**src/design/least_connections_balancer_assert.svh**
```systemverilog
// ----------------------------------------------------------------------------
// Assertion macros for the least-connections balancer
// Shorthand for clocked assertions that are disabled while reset is active.
// ----------------------------------------------------------------------------
`ifndef LEAST_CONNECTIONS_BALANCER_ASSERT_SVH
`define LEAST_CONNECTIONS_BALANCER_ASSERT_SVH

// The consequent must hold in the same cycle as the antecedent.
`define LCB_ASSERT_SAME(label, ante, cons, msg) \
    label: assert property (@(posedge clk) disable iff (!rst_n) (ante) |-> (cons)) \
        else $error(msg);

// The consequent must hold in the cycle after the antecedent.
`define LCB_ASSERT_NEXT(label, ante, cons, msg) \
    label: assert property (@(posedge clk) disable iff (!rst_n) (ante) |=> (cons)) \
        else $error(msg);

`endif

```
**src/design/lcb_pkg.sv**
```systemverilog
// ----------------------------------------------------------------------------
// Least-connections balancer package
// Widths, codes, payload types and controller interface types.
// ----------------------------------------------------------------------------
`timescale 1ns / 1ps
`default_nettype none

package lcb_pkg;

    localparam int MAX_CLIENTS = 32;
    localparam int MAX_SERVERS = 16;

    localparam int CLIENT_W  = $clog2(MAX_CLIENTS);
    localparam int SRV_W     = $clog2(MAX_SERVERS);
    localparam int NSRV_W    = 5;
    localparam int TIMEOUT_W = 8;
    localparam int LOAD_W    = 6;
    localparam int TIME_W    = 16;
    localparam int EV_W      = 3;
    localparam int MODE_W    = 2;
    localparam int IDX_W     = 1;
    localparam int DATA_W    = 8;

    localparam logic [NSRV_W-1:0]    NUM_SRV_RST = NSRV_W'(1);
    localparam logic [TIMEOUT_W-1:0] TIMEOUT_RST = TIMEOUT_W'(30);

    localparam logic [IDX_W-1:0] REG_NUM_SERVERS  = IDX_W'(0);
    localparam logic [IDX_W-1:0] REG_IDLE_TIMEOUT = IDX_W'(1);

    localparam logic [MODE_W-1:0] MODE_OPEN     = 2'd0;
    localparam logic [MODE_W-1:0] MODE_CLOSE    = 2'd1;
    localparam logic [MODE_W-1:0] MODE_ACTIVITY = 2'd2;
    localparam logic [MODE_W-1:0] MODE_TICK     = 2'd3;

    localparam logic [EV_W-1:0] EV_OPENED       = 3'd0;
    localparam logic [EV_W-1:0] EV_REJECTED     = 3'd1;
    localparam logic [EV_W-1:0] EV_CLOSED       = 3'd2;
    localparam logic [EV_W-1:0] EV_CLOSE_IGN    = 3'd3;
    localparam logic [EV_W-1:0] EV_TIMED_OUT    = 3'd4;
    localparam logic [EV_W-1:0] EV_TICK_DONE    = 3'd5;
    localparam logic [EV_W-1:0] EV_ACTIVITY_OK  = 3'd6;
    localparam logic [EV_W-1:0] EV_ACTIVITY_IGN = 3'd7;

    typedef struct packed {
        logic [MODE_W-1:0]   mode;
        logic [CLIENT_W-1:0] slot;
    } req_t;

    typedef struct packed {
        logic [EV_W-1:0]     event_res;
        logic [CLIENT_W-1:0] slot_index;
        logic [SRV_W-1:0]    server;
        logic [LOAD_W-1:0]   server_load;
        logic                last;
    } rsp_t;

    typedef enum logic [3:0] {
        ST_IDLE,
        ST_FIND,
        ST_MOD,
        ST_SCAN,
        ST_COMMIT,
        ST_REJECT,
        ST_CLOSE_RD,
        ST_CLOSE,
        ST_ACT_RD,
        ST_ACT,
        ST_TICK_INC,
        ST_TICK_RD,
        ST_TICK_CHK,
        ST_TICK_END
    } state_t;

    typedef struct packed {
        logic capture;
        logic find_inc;
        logic mod_step;
        logic best_init;
        logic scan_step;
        logic commit;
        logic reject;
        logic close_do;
        logic act_do;
        logic tick_inc;
        logic tick_rd;
        logic tick_chk;
        logic tick_end;
    } cmd_t;

    typedef struct packed {
        logic slot_free;
        logic cnt_last;
        logic ptr_ge_n;
        logic scan_done;
    } status_t;

endpackage

`default_nettype wire

```
**src/design/lcb_ctrl.sv**
```systemverilog
// ----------------------------------------------------------------------------
// Least-connections balancer controller
// Sequences open, close, activity and tick requests over the datapath.
// ----------------------------------------------------------------------------
`timescale 1ns / 1ps
`default_nettype none

module lcb_ctrl (
    input  wire logic                      clk,
    input  wire logic                      rst_n,
    input  wire logic                      start,
    input  wire logic [lcb_pkg::MODE_W-1:0] mode,
    input  wire lcb_pkg::status_t          status,
    output lcb_pkg::cmd_t                  cmd,
    output logic                           busy
);
    import lcb_pkg::*;

    state_t state_reg;
    state_t state_next;

    always_ff @(posedge clk or negedge rst_n)
    begin
        if (!rst_n)
        begin
            state_reg <= ST_IDLE;
        end
        else
        begin
            state_reg <= state_next;
        end
    end

    always_comb
    begin
        state_next = state_reg;
        unique case (state_reg)
            ST_IDLE:
            begin
                if (start)
                begin
                    unique case (mode)
                        MODE_OPEN:     state_next = ST_FIND;
                        MODE_CLOSE:    state_next = ST_CLOSE_RD;
                        MODE_ACTIVITY: state_next = ST_ACT_RD;
                        MODE_TICK:     state_next = ST_TICK_INC;
                        default:       state_next = ST_IDLE;
                    endcase
                end
            end
            ST_FIND:
            begin
                if (status.slot_free)
                begin
                    state_next = ST_MOD;
                end
                else if (status.cnt_last)
                begin
                    state_next = ST_REJECT;
                end
            end
            ST_MOD:
            begin
                if (!status.ptr_ge_n)
                begin
                    state_next = ST_SCAN;
                end
            end
            ST_SCAN:
            begin
                if (status.scan_done)
                begin
                    state_next = ST_COMMIT;
                end
            end
            ST_COMMIT:   state_next = ST_IDLE;
            ST_REJECT:   state_next = ST_IDLE;
            ST_CLOSE_RD: state_next = ST_CLOSE;
            ST_CLOSE:    state_next = ST_IDLE;
            ST_ACT_RD:   state_next = ST_ACT;
            ST_ACT:      state_next = ST_IDLE;
            ST_TICK_INC: state_next = ST_TICK_RD;
            ST_TICK_RD:  state_next = ST_TICK_CHK;
            ST_TICK_CHK: state_next = status.cnt_last ? ST_TICK_END : ST_TICK_RD;
            ST_TICK_END: state_next = ST_IDLE;
            default:     state_next = ST_IDLE;
        endcase
    end

    always_comb
    begin
        cmd  = '0;
        busy = (state_reg != ST_IDLE);
        unique case (state_reg)
            ST_IDLE:     cmd.capture   = start;
            ST_FIND:     cmd.find_inc  = !status.slot_free && !status.cnt_last;
            ST_MOD:
            begin
                cmd.mod_step  = status.ptr_ge_n;
                cmd.best_init = !status.ptr_ge_n;
            end
            ST_SCAN:     cmd.scan_step = !status.scan_done;
            ST_COMMIT:   cmd.commit    = 1'b1;
            ST_REJECT:   cmd.reject    = 1'b1;
            ST_CLOSE_RD: cmd.close_do  = 1'b0;
            ST_CLOSE:    cmd.close_do  = 1'b1;
            ST_ACT_RD:   cmd.act_do    = 1'b0;
            ST_ACT:      cmd.act_do    = 1'b1;
            ST_TICK_INC: cmd.tick_inc  = 1'b1;
            ST_TICK_RD:  cmd.tick_rd   = 1'b1;
            ST_TICK_CHK: cmd.tick_chk  = 1'b1;
            ST_TICK_END: cmd.tick_end  = 1'b1;
            default:     cmd           = '0;
        endcase
    end

endmodule

`default_nettype wire

```
**src/design/lcb_datapath.sv**
```systemverilog
// ----------------------------------------------------------------------------
// Least-connections balancer datapath
// Holds server loads, slot tables, time, configuration and the result register.
// ----------------------------------------------------------------------------
`timescale 1ns / 1ps
`default_nettype none

module lcb_datapath (
    input  wire logic                        clk,
    input  wire logic                        rst_n,
    input  wire lcb_pkg::req_t               req,
    input  wire logic                        wr_en,
    input  wire logic [lcb_pkg::IDX_W-1:0]   wr_index,
    input  wire logic [lcb_pkg::DATA_W-1:0]  wr_data,
    input  wire lcb_pkg::cmd_t               cmd,
    output lcb_pkg::status_t                 status,
    output lcb_pkg::rsp_t                    result,
    output logic                             result_valid
);
    import lcb_pkg::*;

    localparam logic [LOAD_W-1:0]   LOAD_MAX   = '1;
    localparam logic [CLIENT_W-1:0] CLIENT_END = CLIENT_W'(MAX_CLIENTS - 1);

    logic [NSRV_W-1:0]    num_srv_reg;
    logic [TIMEOUT_W-1:0] timeout_reg;

    logic [LOAD_W-1:0]      load_reg [MAX_SERVERS];
    logic [MAX_CLIENTS-1:0] busy_reg;
    logic [MAX_CLIENTS-1:0] busy_next;
    logic [TIME_W-1:0]      time_reg;
    logic [SRV_W-1:0]       ptr_reg;

    logic [CLIENT_W-1:0] slot_req_reg;
    logic [CLIENT_W-1:0] cnt_reg;
    logic [SRV_W-1:0]    ptr_work_reg;
    logic [SRV_W-1:0]    best_reg;
    logic [SRV_W-1:0]    cur_reg;
    logic [LOAD_W-1:0]   best_load_reg;
    logic [SRV_W-1:0]    steps_reg;

    logic [SRV_W-1:0]  srv_mem  [MAX_CLIENTS];
    logic [TIME_W-1:0] seen_mem [MAX_CLIENTS];
    logic [SRV_W-1:0]  srv_q;
    logic [TIME_W-1:0] seen_q;

    rsp_t pend_reg;
    rsp_t pend_next;
    logic pend_valid_reg;
    logic pend_valid_next;
    rsp_t rsp_reg;
    rsp_t rsp_next;
    logic rsp_valid_reg;
    logic rsp_valid_next;

    logic [NSRV_W-1:0]   n_use;
    logic [NSRV_W-1:0]   cur_inc;
    logic [SRV_W-1:0]    cur_nxt;
    logic [NSRV_W-1:0]   ptr_inc;
    logic [SRV_W-1:0]    ptr_adv;
    logic [SRV_W-1:0]    lrd_addr;
    logic [LOAD_W-1:0]   load_rd;
    logic [LOAD_W-1:0]   load_inc;
    logic [LOAD_W-1:0]   load_dec;
    logic [CLIENT_W-1:0] rd_addr;
    logic [TIME_W-1:0]   idle;
    logic                timed_out;
    logic                req_busy;
    logic                release_tick;
    logic                release_close;

    always_comb
    begin
        if (num_srv_reg == '0)
        begin
            n_use = NSRV_W'(1);
        end
        else if (num_srv_reg > NSRV_W'(MAX_SERVERS))
        begin
            n_use = NSRV_W'(MAX_SERVERS);
        end
        else
        begin
            n_use = num_srv_reg;
        end
    end

    assign cur_inc = {1'b0, cur_reg} + NSRV_W'(1);
    assign cur_nxt = (cur_inc == n_use) ? '0 : cur_inc[SRV_W-1:0];
    assign ptr_inc = {1'b0, ptr_work_reg} + NSRV_W'(1);
    assign ptr_adv = (ptr_inc == n_use) ? '0 : ptr_inc[SRV_W-1:0];

    always_comb
    begin
        if (cmd.scan_step)
        begin
            lrd_addr = cur_nxt;
        end
        else if (cmd.best_init)
        begin
            lrd_addr = ptr_work_reg;
        end
        else if (cmd.commit)
        begin
            lrd_addr = best_reg;
        end
        else
        begin
            lrd_addr = srv_q;
        end
    end

    assign load_rd  = load_reg[lrd_addr];
    assign load_inc = (load_rd == LOAD_MAX) ? LOAD_MAX : load_rd + LOAD_W'(1);
    assign load_dec = (load_rd == '0) ? '0 : load_rd - LOAD_W'(1);

    assign rd_addr       = cmd.tick_rd ? cnt_reg : slot_req_reg;
    assign idle          = time_reg - seen_q;
    assign timed_out     = busy_reg[cnt_reg] && (idle > TIME_W'(timeout_reg));
    assign req_busy      = busy_reg[slot_req_reg];
    assign release_tick  = cmd.tick_chk && timed_out;
    assign release_close = cmd.close_do && req_busy;

    assign status.slot_free = !busy_reg[cnt_reg];
    assign status.cnt_last  = (cnt_reg == CLIENT_END);
    assign status.ptr_ge_n  = ({1'b0, ptr_work_reg} >= n_use);
    assign status.scan_done = (best_load_reg == '0) || (steps_reg == '0);

    always_ff @(posedge clk or negedge rst_n)
    begin
        if (!rst_n)
        begin
            num_srv_reg <= NUM_SRV_RST;
            timeout_reg <= TIMEOUT_RST;
        end
        else if (wr_en)
        begin
            unique case (wr_index)
                REG_NUM_SERVERS:  num_srv_reg <= wr_data[NSRV_W-1:0];
                REG_IDLE_TIMEOUT: timeout_reg <= wr_data[TIMEOUT_W-1:0];
                default:          num_srv_reg <= num_srv_reg;
            endcase
        end
    end

    always_comb
    begin
        busy_next = busy_reg;
        if (cmd.commit)
        begin
            busy_next[cnt_reg] = 1'b1;
        end
        if (release_close)
        begin
            busy_next[slot_req_reg] = 1'b0;
        end
        if (release_tick)
        begin
            busy_next[cnt_reg] = 1'b0;
        end
    end

    always_ff @(posedge clk or negedge rst_n)
    begin
        if (!rst_n)
        begin
            busy_reg <= '0;
            time_reg <= '0;
            ptr_reg  <= '0;
            for (int i = 0; i < MAX_SERVERS; i++)
            begin
                load_reg[i] <= '0;
            end
        end
        else
        begin
            busy_reg <= busy_next;
            if (cmd.tick_inc)
            begin
                time_reg <= time_reg + TIME_W'(1);
            end
            if (cmd.commit)
            begin
                ptr_reg            <= ptr_adv;
                load_reg[best_reg] <= load_inc;
            end
            if (release_close || release_tick)
            begin
                load_reg[srv_q] <= load_dec;
            end
        end
    end

    always_ff @(posedge clk)
    begin
        if (cmd.capture)
        begin
            slot_req_reg <= req.slot;
            ptr_work_reg <= ptr_reg;
        end
        else if (cmd.mod_step)
        begin
            ptr_work_reg <= ptr_work_reg - n_use[SRV_W-1:0];
        end
        if (cmd.capture || cmd.tick_inc)
        begin
            cnt_reg <= '0;
        end
        else if (cmd.find_inc || (cmd.tick_chk && !status.cnt_last))
        begin
            cnt_reg <= cnt_reg + CLIENT_W'(1);
        end
        if (cmd.best_init)
        begin
            best_reg      <= ptr_work_reg;
            cur_reg       <= ptr_work_reg;
            best_load_reg <= load_rd;
            steps_reg     <= SRV_W'(n_use - NSRV_W'(1));
        end
        else if (cmd.scan_step)
        begin
            cur_reg   <= cur_nxt;
            steps_reg <= steps_reg - SRV_W'(1);
            if (best_load_reg > load_rd)
            begin
                best_reg      <= cur_nxt;
                best_load_reg <= load_rd;
            end
        end
    end

    always_ff @(posedge clk)
    begin
        if (cmd.commit)
        begin
            srv_mem[cnt_reg]  <= best_reg;
            seen_mem[cnt_reg] <= time_reg;
        end
        else if (cmd.act_do && req_busy)
        begin
            seen_mem[slot_req_reg] <= time_reg;
        end
        srv_q  <= srv_mem[rd_addr];
        seen_q <= seen_mem[rd_addr];
    end

    always_comb
    begin
        rsp_next        = '0;
        rsp_valid_next  = 1'b0;
        pend_next       = pend_reg;
        pend_valid_next = pend_valid_reg;
        if (cmd.commit)
        begin
            rsp_valid_next = 1'b1;
            rsp_next       = '{EV_OPENED, cnt_reg, best_reg, load_inc, 1'b1};
        end
        else if (cmd.reject)
        begin
            rsp_valid_next = 1'b1;
            rsp_next       = '{EV_REJECTED, '0, '0, '0, 1'b1};
        end
        else if (cmd.close_do)
        begin
            rsp_valid_next = 1'b1;
            if (req_busy)
            begin
                rsp_next = '{EV_CLOSED, slot_req_reg, srv_q, load_dec, 1'b1};
            end
            else
            begin
                rsp_next = '{EV_CLOSE_IGN, slot_req_reg, '0, '0, 1'b1};
            end
        end
        else if (cmd.act_do)
        begin
            rsp_valid_next = 1'b1;
            if (req_busy)
            begin
                rsp_next = '{EV_ACTIVITY_OK, slot_req_reg, srv_q, load_rd, 1'b1};
            end
            else
            begin
                rsp_next = '{EV_ACTIVITY_IGN, slot_req_reg, '0, '0, 1'b1};
            end
        end
        else if (cmd.tick_inc)
        begin
            pend_valid_next = 1'b0;
        end
        else if (release_tick)
        begin
            rsp_valid_next  = pend_valid_reg;
            rsp_next        = pend_reg;
            pend_next       = '{EV_TIMED_OUT, cnt_reg, srv_q, load_dec, 1'b0};
            pend_valid_next = 1'b1;
        end
        else if (cmd.tick_end)
        begin
            rsp_valid_next = 1'b1;
            if (pend_valid_reg)
            begin
                rsp_next      = pend_reg;
                rsp_next.last = 1'b1;
            end
            else
            begin
                rsp_next = '{EV_TICK_DONE, '0, '0, '0, 1'b1};
            end
        end
    end

    always_ff @(posedge clk or negedge rst_n)
    begin
        if (!rst_n)
        begin
            rsp_valid_reg  <= 1'b0;
            pend_valid_reg <= 1'b0;
        end
        else
        begin
            rsp_valid_reg  <= rsp_valid_next;
            pend_valid_reg <= pend_valid_next;
        end
    end

    always_ff @(posedge clk)
    begin
        rsp_reg  <= rsp_next;
        pend_reg <= pend_next;
    end

    assign result       = rsp_reg;
    assign result_valid = rsp_valid_reg;

endmodule

`default_nettype wire

```
**src/design/least_connections_balancer.sv**
```systemverilog
// Open: search the slot table for a free slot, bring the pointer below the server count,
// scan the servers for the least load, then commit; the result follows in the next cycle.
// Close and activity read the slot table, then act on the slot. A tick advances time,
// then reads and checks each slot in turn through the registered slot-table read port.
// One request is in flight at a time; busy falls in the cycle of its final result.
// Results cannot be stalled. Reset clears all loads, busy bits, time and the pointer.
// ----------------------------------------------------------------------------
// Least-connections balancer top level
// Connection tracker that assigns, releases and times out client slots.
// ----------------------------------------------------------------------------
`timescale 1ns / 1ps
`default_nettype none

`include "least_connections_balancer_assert.svh"

module least_connections_balancer (
    input  wire logic                        clk,
    input  wire logic                        rst_n,
    input  wire logic                        start,
    output logic                             busy,
    input  wire lcb_pkg::req_t               req,
    input  wire logic                        wr_en,
    input  wire logic [lcb_pkg::IDX_W-1:0]   wr_index,
    input  wire logic [lcb_pkg::DATA_W-1:0]  wr_data,
    output lcb_pkg::rsp_t                    result,
    output logic                             result_valid
);
    import lcb_pkg::*;

    cmd_t    cmd;
    status_t status;

    lcb_ctrl u_ctrl (
        .clk    (clk),
        .rst_n  (rst_n),
        .start  (start),
        .mode   (req.mode),
        .status (status),
        .cmd    (cmd),
        .busy   (busy)
    );

    lcb_datapath u_datapath (
        .clk          (clk),
        .rst_n        (rst_n),
        .req          (req),
        .wr_en        (wr_en),
        .wr_index     (wr_index),
        .wr_data      (wr_data),
        .cmd          (cmd),
        .status       (status),
        .result       (result),
        .result_valid (result_valid)
    );

    `LCB_ASSERT_NEXT(a_accept_busy, start && !busy, busy, "accepted request did not start work")
    `LCB_ASSERT_SAME(a_more_follow, result_valid && !result.last, busy, "non-final result while idle")
    `LCB_ASSERT_SAME(a_idle_last, result_valid && !busy, result.last, "idle result not marked last")

endmodule

`default_nettype wire
```
**config.mk**
```make
export PLATFORM = sky130hd
export DESIGN_NAME = least_connections_balancer
export DESIGN_NICKNAME = d
export VERILOG_FILES = /design/src/design/lcb_pkg.sv /design/src/design/lcb_ctrl.sv /design/src/design/lcb_datapath.sv /design/src/design/least_connections_balancer.sv
export VERILOG_INCLUDE_DIRS = /design/src /design/src/design
export SDC_FILE = /design/constraint.sdc
export NUM_CORES = 1
export LEC_CHECK = 0
export BUFFER_PORTS_ARGS = -buffer_cell sky130_fd_sc_hd__clkbuf_2
export CAP_MARGIN = 5
export CORE_MARGIN = 3
export CORE_UTILIZATION = 45
export CTS_BUF_LIST = sky130_fd_sc_hd__clkbuf_4 sky130_fd_sc_hd__clkbuf_8
export CTS_CLUSTER_DIAMETER = 150
export DETAILED_ROUTE_END_ITERATION = 8
export GPL_TIMING_DRIVEN = 0
export PLACE_DENSITY = 0.69
export SYNTH_ARGS = -nofsm -noshare
export SYNTH_HDL_FRONTEND = slang
export SYNTH_SLANG_ARGS = --single-unit
export TNS_END_PERCENT = 20
```
**constraint.sdc**
```tcl
create_clock -name clk -period 7.6 [get_ports clk]
set_input_delay 1.52 -clock clk [delete_from_list [all_inputs] [get_ports clk]]
set_output_delay 1.52 -clock clk [all_outputs]
set_load 0.01 [all_outputs]
```
# Yosys cells after proc, flatten, opt, wreduce, memory -nomap -nowiden
# Memory sizes are Yosys's and may differ from the RTL's. A register that Yosys moved wholly into a read port is not among the register bits.
# Cells that the tools add are included.
# word_totals
reg_bits	233
ram_bits	640
input_bits	20
output_inout_bits	21
elab_cells	230
mem_count	2
# memory_table
name	depth	width	read_ports	rd_ports_with_merged_regs	write_ports	line_no	rtl
u_datapath.seen_mem	32	16	1	1	1	lcb_datapath.sv:43	logic [TIME_W-1:0] seen_mem [MAX_CLIENTS];
u_datapath.srv_mem	32	4	1	1	1	lcb_datapath.sv:42	logic [SRV_W-1:0] srv_mem [MAX_CLIENTS];
# op_classes
add_sub_neg	10
n_lt_le_gt_ge	13
eq_ne	24
n_mux	91
bitwise	14
reduce_logical	36
# ops
cell	count
bitwise mux 96 bit	2
2-to-1 mux 96 bit	2
2-to-1 mux 32 bit	3
2-to-1 mux 19 bit	5
2-to-1 mux 4 bit	19
2-to-1 mux 17 bit	4
AND 32 bit	2
inverter 32 bit	2
2-to-1 mux 6 bit	9
demux 6 bit (select 4 bit)	2
case mux 4 bit (9 select lines)	1
2-to-1 mux 16 bit	2
OR 32 bit	1
2-to-1 mux 1 bit	30
binary-select mux 6 bit (select 4 bit)	1
equality test 4 bit, second input constant	6
2-to-1 mux 5 bit	4
adder 16 x 1 -> 16 bit, second input constant	1
equality test 4 x 3 -> 1 bit, second input constant	4
> comparator 16 x 8 -> 1 bit	1
case mux 4 bit (4 select lines)	1
OR reduction 16 bit	1
subtractor 16 bit	1
greater-or-equal comparator 5 bit, second input constant	3
other kinds (42)	81

# Depth between registers and ports, before layout
# Gate-level depths: netlist of run 1.
# logic_depth
depth_word	18
ltp_mapped	28
mapped_depth_nobuf	20

# Cells and area by module
# A second synthesis of run 1 with hierarchy kept.
# unflattened
hier_cells	2765
hier_area_um2	39502.9
# modules_own_cells
module	n_inst	cells_per_inst	area_each_um2	seq_area_each_um2
lcb_datapath	1	2703	39032.4	25445.7
lcb_ctrl	1	62	470.5	100.1

# Least setup slack after synthesis of run 1
# OpenSTA, ideal clock, no wires.
# synth_timing
path_type	register to register
from	register u_datapath.num_srv_reg[2]
to	register u_datapath.load_reg[73] (netlist bit)
setup_time_ns	0.080
arrival_ns	5.146
required_ns	7.520
slack_ns	2.374
stages_incl_launch_ff	29
path_buffers	8
synth_period_minus_slack_ns	5.226
cell_sequence	dfrtp_1 -> buf_2 -> nor3_1 -> nor2_1 -> nor2_1 -> ha_1 -> nand2b_1 -> a31oi_1 -> o211ai_1 -> o31a_1 -> buf_2 -> buf_6 -> buf_2 -> a21boi_0 -> a211oi_1 -> o21ai_0 -> nand4_2 -> inv_2 -> buf_4 -> clkbuf_1 -> ha_1 -> inv_1 -> nor3_2 -> nand4_2 -> nand2b_1 -> buf_2 -> buf_2 -> mux2i_1 -> mux2i_1
# synth_via
elab_chain_cells	18
word_cells_on_any_way	25
cone_classes	2 x add/sub; 2 x order compare; 2 x eq/ne; 15 x mux; 1 x bitwise; 3 x reduce/logical
# synth_rtl
item	line_no	rtl
start, declared	lcb_datapath.sv:25	logic [NSRV_W-1:0] num_srv_reg;
start signal, assigned	lcb_datapath.sv:139	REG_NUM_SERVERS: num_srv_reg <= wr_data[NSRV_W-1:0];
start signal, assigned	lcb_datapath.sv:141	default: num_srv_reg <= num_srv_reg;
> comparator 5 bit	lcb_datapath.sv:78	else if (num_srv_reg > NSRV_W'(MAX_SERVERS))
2-to-1 mux 5 bit	lcb_datapath.sv:78	
2-to-1 mux 5 bit (*)	lcb_datapath.sv:74	if (num_srv_reg == '0)
greater-or-equal comparator 4 x 5 -> 1 bit	lcb_datapath.sv:126	assign status.ptr_ge_n = ({1'b0, ptr_work_reg} >= n_use);
logical NOT 1 bit	--	
2-to-1 mux 2 bit	lcb_ctrl.sv:94	unique case (state_reg)
2-to-1 mux 4 bit	lcb_datapath.sv:99	else if (cmd.best_init)
2-to-1 mux 4 bit (*)	lcb_datapath.sv:95	if (cmd.scan_step)
[... 2 more ...]	--	
2-to-1 mux 6 bit (not written as such) (*) (2 in a row)	lcb_datapath.sv:113	assign load_rd = load_reg[lrd_addr];
via u_datapath.load_rd[0]	lcb_datapath.sv:62	logic [LOAD_W-1:0] load_rd;
adder 6 x 1 -> 6 bit or equality test 6 bit (tied branches)	lcb_datapath.sv:114	assign load_inc = (load_rd == LOAD_MAX) ? LOAD_MAX : load_rd + LOAD_W'(1);
2-to-1 mux 6 bit	lcb_datapath.sv:114	
bitwise mux 96 bit	lcb_datapath.sv:185	load_reg[best_reg] <= load_inc;
2-to-1 mux 96 bit	lcb_datapath.sv:182	if (cmd.commit)
bitwise mux 96 bit	lcb_datapath.sv:189	load_reg[srv_q] <= load_dec;
2-to-1 mux 96 bit (*)	lcb_datapath.sv:187	if (release_close || release_tick)
end signal, assigned by index	lcb_datapath.sv:185	
end signal, assigned by index	lcb_datapath.sv:189	
end, declared	lcb_datapath.sv:28	logic [LOAD_W-1:0] load_reg [MAX_SERVERS];
# The timed path passes the listed nets; every way through them passes the cells marked *. The select of a mux whose other input is x is not followed.
# A chain may end at the register's enable or synchronous reset.

# Worst setup path after layout of run 1
# layout_timing
from	register u_datapath.num_srv_reg[2]
to	register u_datapath.load_reg[13] (netlist bit)
# layout_via
elab_chain_cells	18
word_cells_on_any_way	25
cone_classes	2 x add/sub; 2 x order compare; 2 x eq/ne; 15 x mux; 1 x bitwise; 3 x reduce/logical
# layout_rtl
item	line_no
> comparator 5 bit	lcb_datapath.sv:78
2-to-1 mux 5 bit	lcb_datapath.sv:78
2-to-1 mux 5 bit (*)	lcb_datapath.sv:74
greater-or-equal comparator 4 x 5 -> 1 bit	lcb_datapath.sv:126
logical NOT 1 bit	--
2-to-1 mux 2 bit	lcb_ctrl.sv:94
2-to-1 mux 4 bit	lcb_datapath.sv:99
2-to-1 mux 4 bit (*)	lcb_datapath.sv:95
inverter 4 -> 5 bit (not written as such) (*)	lcb_datapath.sv:113
binary-select mux 6 bit (select 4 bit) (*)	lcb_datapath.sv:113
2-to-1 mux 6 bit (not written as such) (*) (2 in a row)	lcb_datapath.sv:113
adder 6 x 1 -> 6 bit or equality test 6 bit (tied branches)	lcb_datapath.sv:114
2-to-1 mux 6 bit	lcb_datapath.sv:114
bitwise mux 96 bit	lcb_datapath.sv:185
2-to-1 mux 96 bit	lcb_datapath.sv:182
bitwise mux 96 bit	lcb_datapath.sv:189
2-to-1 mux 96 bit (*)	lcb_datapath.sv:187
# Mark *: on every way between the ends. The rest lies on a longest branch, timed or not. The select of a mux whose other input is x is not followed.

==> results.sh, run 1 <==
export IMPL_status="completed"
export IMPL_rsz0062_at_grt="no"
export IMPL_largest_register_ffs=512
export IMPL_crit_path_end_kind="flop"
export IMPL_maxSlewViolCount=0
export IMPL_drt_initial_drc_count=2397
export IMPL_antenna_found_initial=1
export IMPL_hold_viol=0
export IMPL_die_w_um=302.5
export IMPL_grt_max_degree=102
export IMPL_p_comb_frac=0.403
export IMPL_cts_buffers=146
export IMPL_ys_ff_latch=893
export IMPL_crit_arrival_ps=7280
export IMPL_maxSlewHeadroom=0.08826
export IMPL_synth_edf_count=682
export IMPL_overflow=0
export IMPL_syn_nets=2760
export IMPL_drive_above_1_share=0.2169
export IMPL_synth_area_leaders="edfxtp_1 (52%), dfrtp_1 (10%), mux4_2 (10%), mux2i_1 (4.7%), nand2_1 (2.7%)"
export IMPL_drt_wirelength_per_cell_um=24.17
export IMPL_hpwlAfterDp_mm=68.73
export IMPL_timing_hold_ws_ps=450.2
export IMPL_pwr_density_cell_nw_per_um2=400.0
export IMPL_clockPowerShare=0.242
export IMPL_tightestPinTransition_ps=1368
export IMPL_area_growth_pct=13.58
export IMPL_layout_worst_path_cycle_share=0.8634
export IMPL_totalWireLength_mm=101.4
export IMPL_crit_fanout=21
export IMPL_required_ps=8320
export IMPL_gp_congestion=0.9375
export IMPL_vias_per_cell=5.893
export IMPL_cts_root_buf="clkbuf_8"
export IMPL_ant_nets=0
export IMPL_fp_dieH_um=302.5
export IMPL_synthArstFlopShare=0.1870
export IMPL_synth_top_area_cell="edfxtp_1"
export IMPL_synth_top_area_frac=0.5176
export IMPL_p_int_w=0.01061
export IMPL_clk_latency_ps=820
export IMPL_clock_sinks=893
export IMPL_num_rows=108
export IMPL_io_buffers=40
export IMPL_cap_violations=0
export IMPL_cts_tree="done"
export IMPL_finalClockSkew_ps=45.72
export IMPL_yosysWarnings=0
export IMPL_setup_viol=0
export IMPL_critPathKind="flop to flop"
export IMPL_fmax_mhz=152.4
export IMPL_timing_critical_path_from_type="flop"
export IMPL_clockBufferDepth=3
export IMPL_hp_class="flop to flop"
export IMPL_seqPwrFrac=0.355
export IMPL_ir_drop_v=0.0005870
export IMPL_clk_pin_slew_ps=60
export IMPL_synth_cells=2693
export IMPL_grt_usage=0.2218
export IMPL_postSynthAreaPerCell_um2=14.69
export IMPL_first_global_vias=25250
export IMPL_ys_flop_type="edfxtp_1"
export IMPL_period_minus_slack_ps=6562
export IMPL_power_leakage_nw=16.68
export IMPL_io_pins=41
export IMPL_grt_pass1_wl_mm=153.5
export IMPL_ys_seq_area_frac=0.6457
export IMPL_drc_errors=0
export IMPL_sw_frac_of_total=0.4095
export IMPL_cts_resized=0
export IMPL_ctsHtreeMaxLevel=4
export IMPL_die_area_um2=91520
export IMPL_p_sw_w=0.007361
export IMPL_finish_net_count=2986
export IMPL_first_pass_iters=7
export IMPL_post_synth_num_cell_types=93
export IMPL_tns_ps=0
export IMPL_core_um2=87020
export IMPL_start_util=0.4547
export IMPL_vias=24720
export IMPL_syn_cell_area_um2=39570
cell families after synthesis:
group	count (synthesis)	share of synthesized area
flops	893	0.6457
xor+xnor	40	0.009234
mux	380	0.1526
buf+inv	235	0.02533
fa+ha+maj	47	0.01524
simple gates	749	0.08937
compound gates	349	0.06255
cells in the mapped netlist (7+ instances only):
cell type	instances
mux2i_1	187
or2_2	8
a22oi_1	7
xnor2_1	27
mux4_2	176
xor2_1	12
nor3b_1	7
and2_1	24
nand2_1	280
dfxtp_1	44
o21ai_0	66
mux2_2	16
o22ai_1	13
clkbuf_1	82
nor2_1	146
buf_4	8
or3_1	7
dfrtp_1	162
a211oi_1	17
o211ai_1	12
a21o_1	13
a21oi_1	60
buf_2	32
a221oi_1	28
nand4_1	11
buf_1	29
a31oi_1	30
nand3_1	134
nor3_1	33
ha_1	45
inv_1	67
o21a_1	7
nor2b_1	28
edfxtp_1	682
a21boi_0	17
nand2b_1	23
and3_1	13
metal layers:
metal	vias up	global-route usage	part of all wire
met4	0	0.07669	0.028
met1	12600	0.3096	0.42
li1	10840	-	-
met3	199	0.04222	0.072
met2	1075	0.3516	0.48
met5	-	0	0
layout by cell type, fill, tap and decap left out, drive strengths merged, types with 18 or more instances in the layout:
cell type,netlist,final
edfxtp,682,682
clkbuf,82,336
nand2,282,282
mux2i,188,188
mux4,176,176
dfrtp,162,162
nor2,147,147
nand3,135,135
buf,74,110
inv,72,84
o21ai,67,67
a21oi,63,63
clkinv,7,48
ha,45,45
dfxtp,44,44
nor3,38,38
a31oi,32,32
nor2b,29,29
a221oi,29,29
xnor2,27,27
and2,24,24
nand2b,23,23
a21boi,20,20
a211oi,18,18
power by group through the flow:
stage | combinational (W) | sequential, W | clock (W)
2_1_floorplan | 0.00482 | 0.00630 | 0
3_3_place_gp | 0.00702 | 0.00646 | 0
3_5_place_dp | 0.00713 | 0.00649 | 0
4_1_cts | 0.00716 | 0.00640 | 0.00443
5_1_grt | 0.00776 | 0.00643 | 0.00465
6_report | 0.00724 | 0.00638 | 0.00436
layout make-up:
cell class	instances	area, um2
plain buffers	155	690.7
diodes	1	2.502
clock buffers	212	2643
well taps	1155	1445
inverters	79	309.0
fillers	7204	42080
clock inverters	55	447.9
multi-input cells	1565	13120
repair buffers	79	733.2
flip-flops and latches	893	25550
repair_timing:
action,4_1_cts,5_1_grt
setup endpoints to repair,0,8
setup buffers,0,0
hold buffers,0,0
worst max-delay path: stages (launching register included):
cell and delay [ps]:
dfrtp_1 350, buf_2 190, nor3_1 330, nor2_1 70
nor2_1 180, ha_1 300, nand2b_1 160, a31oi_1 330
o21a_2 310, o31ai_1 150, nor2_1 470, buf_2 350
nor3_1 150, a22oi_1 260, nand4_2 300, inv_2 210
buf_4 290, ha_1 230, inv_1 50, nor3_2 430
nand4_2 360, nand2b_1 170, buf_2 270, buf_2 310
mux2i_1 110, mux2i_1 160
worst paths after layout:
kind,from,to,slack (ps),cells past startpoint
setup / recovery,u_datapath.num_srv_reg[2],u_datapath.load_reg[13],1040,25
hold / removal,u_datapath.srv_q[3],u_datapath.pend_reg[10],450,0
setup reg to reg,u_datapath.num_srv_reg[2],u_datapath.load_reg[13],1040,25
hold reg to reg,u_datapath.srv_q[3],u_datapath.pend_reg[10],450,0
max in group asynchronous,rst_n,u_datapath.busy_reg[17],5920,2
min in group asynchronous,rst_n,u_datapath.load_reg[94],710,1
per-stage QoR:
step / power, W / cell area [um2] / setup slack, ps / utilization / std cells
floorplan: 0.01113 / 39570 / 2374 / - / 2693
global placement: 0.01348 / 41210 / 459.8 / 0.4736 / 3888
detailed placement: 0.01362 / 41650 / 629.0 / 0.4786 / 3914
CTS: 0.01799 / 44740 / 592.3 / 0.5141 / 4181
global route: 0.01885 / 44940 / 448.2 / 0.5164 / 4194
finish: 0.01798 / 44940 / 1038 / 0.5164 / 4194
No activity file was read; power rests on OpenSTA's default activity.
==> run 2: changes to the inputs <==
- ABC_AREA: unset -> 1
- CORE_UTILIZATION: 45 -> 30
- PLACE_DENSITY: 0.69 -> 0.53
==> results.sh, run 2 <==
export IMPL_status="completed"
export IMPL_cap_violations=0
export IMPL_clk_pin_slew_ps=60
export IMPL_yosysMostFrequentCell="edfxtp_1"
export IMPL_area_growth_pct=16.14
export IMPL_critPathKind="flop to flop"
export IMPL_drc_errors=0
export IMPL_syn_nets=3991
export IMPL_synth_cells=3924
export IMPL_finalClockSkew_ps=61.19
export IMPL_hpwlAfterDp_mm=102.3
export IMPL_die_area_um2=139600
export IMPL_path_depth=24
export IMPL_synthArstFlopShare=0.1870
export IMPL_ys_seq_area_frac=0.6302
export IMPL_core_um2=133800
export IMPL_maxSlewViolCount=0
export IMPL_reg2reg_to="u_datapath.result[14]"
export IMPL_period_minus_slack_ps=5880
export IMPL_grt_max_degree=88
export IMPL_setup_viol=0
export IMPL_tightestPinTransition_ps=1311
export IMPL_clk_latency_ps=880
export IMPL_crit_arrival_ps=6550
export IMPL_drt_wirelength_per_cell_um=24.77
export IMPL_synth_edf_count=682
export IMPL_synth_top_area_cell="edfxtp_1"
export IMPL_num_rows=134
export IMPL_fillers=13560
export IMPL_maxSlewHeadroom=0.1225
export IMPL_first_global_vias=30630
export IMPL_critPathTopFamily="compound AO/OA/AOI/OAI gates"
export IMPL_rsz0062_at_grt="no"
export IMPL_layout_worst_path_cycle_share=0.7737
export IMPL_ys_ff_latch=893
export IMPL_crit_fanout=36
export IMPL_fp_dieH_um=373.6
export IMPL_postCtsHoldBufs=0
export IMPL_layout_common_cells="edfxtp_1 (682), nand2_1 (574), nor2_1 (570)"
export IMPL_gp_congestion=0.9590
export IMPL_power_leakage_nw=17.99
export IMPL_cp_slowest_cell="dfrtp_2"
export IMPL_totalWireLength_mm=149.9
export IMPL_yosysWarnings=0
export IMPL_grt_usage=0.2091
export IMPL_cpPeakStageDelay_ps=920
export IMPL_antenna_found_initial=5
export IMPL_hp_class="flop to flop"
export IMPL_io_pins=41
export IMPL_fin_cells=6054
export IMPL_cts_tree="done"
export IMPL_post_cts_buffers=0
export IMPL_crit_path_end_kind="flop"
export IMPL_tns_ps=0
export IMPL_clock_sinks=893
export IMPL_r2r_slack_ps=1720
export IMPL_post_synth_num_cell_types=63
export IMPL_layout_commonest_cell="edfxtp_1"
export IMPL_rr_worst_depth=24
export IMPL_pwr_density_cell_nw_per_um2=424.0
export IMPL_finish_net_count=4227
export IMPL_fmax_mhz=170.1
export IMPL_yosys_top_cells_count="edfxtp_1 (682), nor2_1 (602), nand2_1 (574)"
export IMPL_hold_depth=0
export IMPL_ir_drop_v=0.0007596
export IMPL_crit_chain="ha_1, nand2_1, nand2_1, a31oi_1, inv_1, a21oi_1, nor2_1, nor2_1, xor2_1, inv_1, ha_1, and3_1, nand2_1, a21oi_1, o22a_1, nor2_1, nand3_1, nor2_1, nand4_1, nand2_1, clkbuf_1, inv_1, a21oi_1, o21ai_0"
export IMPL_clockBufferDepth=3
export IMPL_cts_buffers=159
export IMPL_ys_flop_type="edfxtp_1"
export IMPL_grt_pass1_wl_mm=214.9
export IMPL_ant_nets=0
export IMPL_synth_area_leaders="edfxtp_1 (51%), dfrtp_1 (10%), nor2_1 (5.6%), nand2_1 (5.3%), o21ai_0 (5.0%)"
export IMPL_required_ps=8270
export IMPL_r2r_start="u_datapath.time_reg[2]"
export IMPL_syn_cell_area_um2=40540
export IMPL_drive_above_1_share=0.1167
export IMPL_hold_viol=0
export IMPL_synth_top_area_frac=0.5052
export IMPL_dpl_cell_count=5766
export IMPL_critPathLaunch="u_datapath.time_reg[2]"
export IMPL_start_util=0.3030
export IMPL_ctsHtreeMaxLevel=4
export IMPL_drt_initial_drc_count=4278
export IMPL_overflow=0
export IMPL_cts_resized=0
export IMPL_vias_per_cell=5.370
export IMPL_vias=32510
export IMPL_first_pass_iters=6
export IMPL_largest_register_ffs=512
export IMPL_critPathBufInv=4
export IMPL_io_buffers=40
export IMPL_crit_path_end="u_datapath.result[14]"
export IMPL_postSynthAreaPerCell_um2=10.33
export IMPL_cts_root_buf="clkbuf_8"
export IMPL_die_w_um=373.6
export IMPL_timing_critical_path_from_type="flop"
[run 2: cell type report]
cell class              instances  area [um2]  area share
diodes                          2       5.005   0.0001063
clock buffers                 226        2773     0.05889
clock inverters                59       429.2    0.009116
repair buffers                 75       994.7     0.02113
inverters                     359        1350     0.02868
multi-input cells            2477       12830      0.2726
flip-flops and latches        893       25560      0.5429
plain buffers                 195       920.9     0.01956
well taps                    1768        2212     0.04699
[run 2: stage by stage]
stage	util	area [um2]	power, W	hold WS, ps	worst slack, ps
final	0.3519	47080	0.01996	431.2	1720
after CTS	0.3516	47050	0.01984	434.6	1305
after floorplan	-	40540	0.01156	406.4	3574
after global placement	0.3210	42950	0.01515	413.8	1292
after global routing	0.3519	47080	0.02088	444.3	1400
after detailed placement	0.3277	43840	0.01524	425.3	1303
[run 2: worst min path at each step]
stage	slack, ps	start	end
after global routing	440	u_datapath.cnt_reg[2]	u_datapath.pend_reg[13]
after CTS	430	u_datapath.cnt_reg[2]	u_datapath.pend_reg[13]
after global placement	410	u_datapath.cnt_reg[2]	u_datapath.pend_reg[13]
after detailed placement	430	u_datapath.cnt_reg[2]	u_datapath.pend_reg[13]
final	430	u_datapath.cnt_reg[2]	u_datapath.pend_reg[13]
after floorplan	410	u_datapath.cnt_reg[2]	u_datapath.pend_reg[13]
[run 2: kinds of logic after synthesis]
logic type	synth area share
AND/OR/NAND/NOR	0.1581
flip-flops	0.6302
AO/OA/AOI/OAI	0.1328
buffers and inverters	0.05602
adder cells (fa/ha/maj)	0.01488
XOR/XNOR	0.007994
[run 2: report_power, final]
part | switching [W] | internal, W
sequential | 0.000434 | 0.00596
combinational | 0.00666 | 0.00231
clock | 0.00212 | 0.00247
[run 2: layer usage]
layer | global-route usage | wire, um | vias up
met4 | 0.08683 | 6151 | 0
met2 | 0.3224 | 67060 | 1797
met5 | 0 | 0 | -
li1 | - | - | 14320
met3 | 0.04517 | 14400 | 335
met1 | 0.2849 | 62330 | 16050
